### config.mk
export PLATFORM = sky130hd
export DESIGN_NAME = odh_hash
export DESIGN_NICKNAME = d
export VERILOG_FILES = /design/src/rtl/odh_pkg.sv /design/src/rtl/odh_hash.sv
export SDC_FILE = /design/constraint.sdc
export NUM_CORES = 1
export LEC_CHECK = 0
export BUFFER_PORTS_ARGS = -buffer_cell sky130_fd_sc_hd__buf_4
export CORE_ASPECT_RATIO = 0.75
export CORE_MARGIN = 4
export CORE_UTILIZATION = 50
export DETAILED_ROUTE_END_ITERATION = 8
export PLACE_DENSITY_LB_ADDON = 0.1
export SYNTH_ARGS = -nofsm -noshare
export SYNTH_HDL_FRONTEND = slang
export SYNTH_SLANG_ARGS = --single-unit
### constraint.sdc
create_clock -name clk -period 10.05 [get_ports clk]
set_input_delay 0.5025 -clock clk [delete_from_list [all_inputs] [get_ports clk]]
set_output_delay 0.5025 -clock clk [all_outputs]
set_load 0.05 [all_outputs]
### src/rtl/odh_pkg.sv
// Package for the first-occurrence hash set: constants, register codes and shared types.
package odh_pkg;

	localparam int unsigned SLOTS_DEF  = 4096;
	localparam int unsigned PROBES_DEF = 64;
	localparam int unsigned DOMAINS    = 22;

	localparam int unsigned KEY_W     = 32;
	localparam int unsigned DOMAIN_W  = 5;
	localparam int unsigned LEVEL_W   = 3;
	localparam int unsigned THR_W     = 3;
	localparam int unsigned THR_LOW_W = 48;
	localparam int unsigned THR_HI_W  = 18;
	localparam int unsigned CFG_IDX_W = 2;
	localparam int unsigned CFG_DAT_W = 48;

	localparam logic [KEY_W-1:0]     DOMAIN_MIX     = 32'h9E37_79B9;
	localparam logic [KEY_W-1:0]     HASH_MUL       = 32'h7FEB_352D;
	localparam logic [THR_LOW_W-1:0] THR_LOW_RESET  = 48'd80421421917330;
	localparam logic [THR_HI_W-1:0]  THR_HIGH_RESET = 18'd74898;

	typedef enum logic [CFG_IDX_W-1:0] {
		REG_THR_LOW  = 2'd0,
		REG_THR_HIGH = 2'd1
	} cfg_reg_t;

	typedef enum logic [0:0] {
		OP_CHECK = 1'b0,
		OP_CLEAR = 1'b1
	} op_t;

	typedef struct packed {
		logic rd_en;
		logic wr_en;
		logic wr_valid;
	} tbl_ctl_t;

endpackage

### src/rtl/odh_hash.sv
// Two-stage key mixer: domain mix on load, then xor-shift and multiply hash.
module odh_hash import odh_pkg::*; #(
	parameter int unsigned SLOTS = SLOTS_DEF,
	localparam int unsigned IDX_W = $clog2(SLOTS)
) (
	input  logic                clk,
	input  logic                load,
	input  logic [DOMAIN_W-1:0] domain,
	input  logic [KEY_W-1:0]    event_key,
	output logic [KEY_W-1:0]    mixed,
	output logic [IDX_W-1:0]    slot_idx
);

	logic [KEY_W-1:0] mixed_s1;
	logic [KEY_W-1:0] prod_s2;
	logic [KEY_W-1:0] dom_mix;
	logic [KEY_W-1:0] shift1;
	logic [KEY_W-1:0] hash_full;

	assign dom_mix   = KEY_W'(KEY_W'(domain) * DOMAIN_MIX);
	assign shift1    = mixed_s1 ^ (mixed_s1 >> 16);
	assign hash_full = prod_s2 ^ (prod_s2 >> 15);
	assign mixed     = mixed_s1;
	assign slot_idx  = hash_full[IDX_W-1:0];

	always_ff @(posedge clk) begin
		if (load) begin
			mixed_s1 <= event_key ^ dom_mix;
		end
		prod_s2 <= KEY_W'(shift1 * HASH_MUL);
	end

endmodule

==> impl_metrics.py <==
metrics = {
    "clocking": {
        "cts_root_buffer": "clkbuf_16",
        "tritoncts": "yes",
        "cts_sinks": 56,
        "cts.repair.resized": 0,
        "cts_buffers": 5,
        "ctsHtreeMaxLevel": 2,
        "cts_hold_buf": 0,
        "clock_latency_ns": 0.31,
        "clk_pin_slew_ns": 0.08,
        "postCtsSetupRepairBufs": 0,
        "max-clock-path-buffers": 2,
    },
    "synth": {
        "synth.distinct_cells": 61,
        "synth_nets": 1444,
        "synth_edf_count": 32,
        "synth_compound_area_share_pct": 7.732,
        "async_flop_share_pct": 0,
        "synth_top_family_by_area": "adder cells",
        "yosys_warnings": 0,
        "synthMuxAreaShare_pct": 0.2825,
        "synthAdderAreaFrac_pct": 49.43,
        "netlist_instances": 1069,
        "synth_ff_type": "edfxtp_1",
        "yosys.area_share.simple_pct": 4.813,
        "yosys.area.top_type": "fa_1",
        "ys_seq_area_share_pct": 13.56,
        "ys_ff_latch": 56,
        "synth_top_area_share_pct": 26.36,
        "syn_avg_cell_area_sq_um": 9.945,
        "synth.area.top_cells": "fa_1, ha_1, inv_1, edfxtp_1, xnor2_1",
        "yosys.area_share.xor_xnor_pct": 12.43,
        "synth_area_sq_um": 10630,
    },
    "sta": {
        "worstMarginPinSlew_ns": 1.125,
        "slew_headroom_pct": 24.95,
        "fmax_mhz": 152.0,
        "finalHoldViolations": 0,
        "fin_tns_setup_ns": 0,
        "slew_viol_final": 0,
        "final.period_utilization_pct": 65.45,
        "finalCriticalPeriod_ns": 6.578,
        "setup_viol": 0,
        "worst_clock_skew_ns": 0.008100,
        "rsz0062_at_grt": "no",
    },
    "global_route": {
        "busiest_layer": "met1",
        "track_usage_pct": 22.84,
        "met2_usage_pct": 29.07,
        "grt_use_met1_pct": 38.76,
        "grt_util_met3_pct": 6.030,
        "antenna_found_initial": 0,
        "gr-total-overflow": 0,
        "grt_pass1_wl_mm": 41.37,
        "grt_pass1_vias": 7279,
        "grt_max_degree": 33,
    },
    "run": {
        "cap_violations": 0,
    },
    "status": {
        "status": "completed",
    },
    "final_layout": {
        "mostFrequentLayoutCells": "inv_1, ha_1, fa_1",
        "finish.net_count": 1513,
        "regArea_sq_um": 1441,
        "drive_gt1_share_pct": 10.01,
        "syn2layout_area_growth_pct": 9.062,
        "final_common_cell": "inv_1",
        "fillers": 1860,
        "multi_input_area_sq_um": 7940,
    },
    "detailed_routing": {
        "drc_errors": 0,
        "postRouteAntennaNets": 0,
        "dr.first_iter.drc_count": 604,
        "vias": 7216,
        "routed_wirelength_mm": 26.08,
        "drt_pass1_iterations": 5,
        "routed_via_density": 5.075,
        "wire_per_inst_um": 18.34,
    },
    "setup_path": {
        "max_stage_delay_ns": 0.95,
        "arrival_ns": 6.77,
        "cp-start-kind": "register",
        "crit_type": "register to register",
        "crit_path_end_kind": "register",
        "critPathMaxFanout": 14,
        "worstPathRequired_ns": 10.25,
        "cp_slowest_cell": "xor2_2",
        "path_cells": "xor2_2 -> ha_1 -> ha_1 -> or2b_1 -> ha_1 -> inv_1 -> fa_1 -> fa_1 -> fa_1 -> fa_1 -> fa_1 -> xnor2_1 -> xnor2_1 -> xnor2_1 -> xnor2_1 -> xnor3_1 -> xnor2_1",
    },
    "placed_design": {
        "port-buffer-count": 82,
        "dpl.hpwl_mm": 23.48,
        "gp_congestion": 0.9558,
    },
    "die": {
        "ioPinCount": 83,
        "fp.dieArea_sq_um": 23680,
        "initial_core_util_pct": 51.73,
        "rows": 45,
        "die_height_um": 134.3,
        "die_w_um": 176.4,
        "core_sq_um": 20550,
    },
    "worst_hold_path": {
        "hold_class": "input port to register",
    },
}
==> final timing paths <==
path | cells past startpoint | slack [ns] | endpoint | start
max | 17 | 3.47 | prod_s2[26] | mixed[16]
min | 2 | 0.49 | mixed[4] | event_key[4]
max reg2reg | 17 | 3.47 | prod_s2[26] | mixed[16]
min reg2reg | 1 | 0.86 | prod_s2[1] | mixed[1]
==> flip-flops by register name, summed over array words and instances, names as in the netlist <==
register / cells
prod_s2: 24
mixed: 32
==> final cells by class <==
class	instances	area share (%)
Inverter	291	9.421
Sequential cell	56	12.43
Clock inverter	3	0.1511
Antenna cell	1	0.02158
Clock buffer	5	1.079
Multi-Input combinational cell	701	68.48
Tap cell	282	3.043
Timing Repair Buffer	83	5.374
==> Yosys cell counts (5+ instances only) <==
cell,count
nor2_1,30
ha_1,196
a21oi_1,31
buf_4,16
and2_1,7
o21bai_1,7
xor2_1,64
inv_1,291
edfxtp_1,32
nand2b_1,11
nand2_1,19
a21o_1,16
fa_1,140
nand3_1,5
o21ai_0,18
nor3_1,9
dfxtp_1,24
xnor2_1,78
==> through the flow <==
step | area (sq um) | worst slack, ns | hold WS [ns] | util [%] | std cells
after floorplan | 10630 | 4.273 | 0.6150 | - | 1069
after global placement | 11450 | 3.581 | 0.8097 | 55.71 | 1413
after detailed placement | 11450 | 3.553 | 0.8114 | 55.71 | 1413
after CTS | 11590 | 3.515 | 0.4834 | 56.41 | 1421
after global routing | 11590 | 3.293 | 0.4902 | 56.41 | 1421
final | 11590 | 3.472 | 0.4877 | 56.42 | 1422
==> worst max-delay path, delay by kind of cell (launching register included) <==
kind	cells	cell delay (ns)
buffers and inverters	1	0.07
and+or+nand+nor	1	0.22
xor gates and xnor gates	7	2.25
adders and majority gates	8	3.33
DFF	1	0.56
==> layer usage <==
metal | routed length [um] | vias to the layer above
met5 | 0 | -
met4 | 137 | 0
met3 | 2253 | 10
met2 | 9802 | 221
met1 | 13880 | 3505
li1 | - | 3480
==> cells by family (layout without fill, tap and decap cells) <==
family | count (synthesis) | after routing
buffers and inverters | 312 | 382
xor gates and xnor gates | 146 | 146
other | 0 | 1
adders and majority gates | 336 | 336
muxes | 3 | 3
AOI/OAI and AO/OA | 114 | 114
and+or+nand+nor | 102 | 102
DFF | 56 | 56
Power is not shown: default switching activity piles up to over one toggle a cycle in this logic, so the estimate is an artifact.
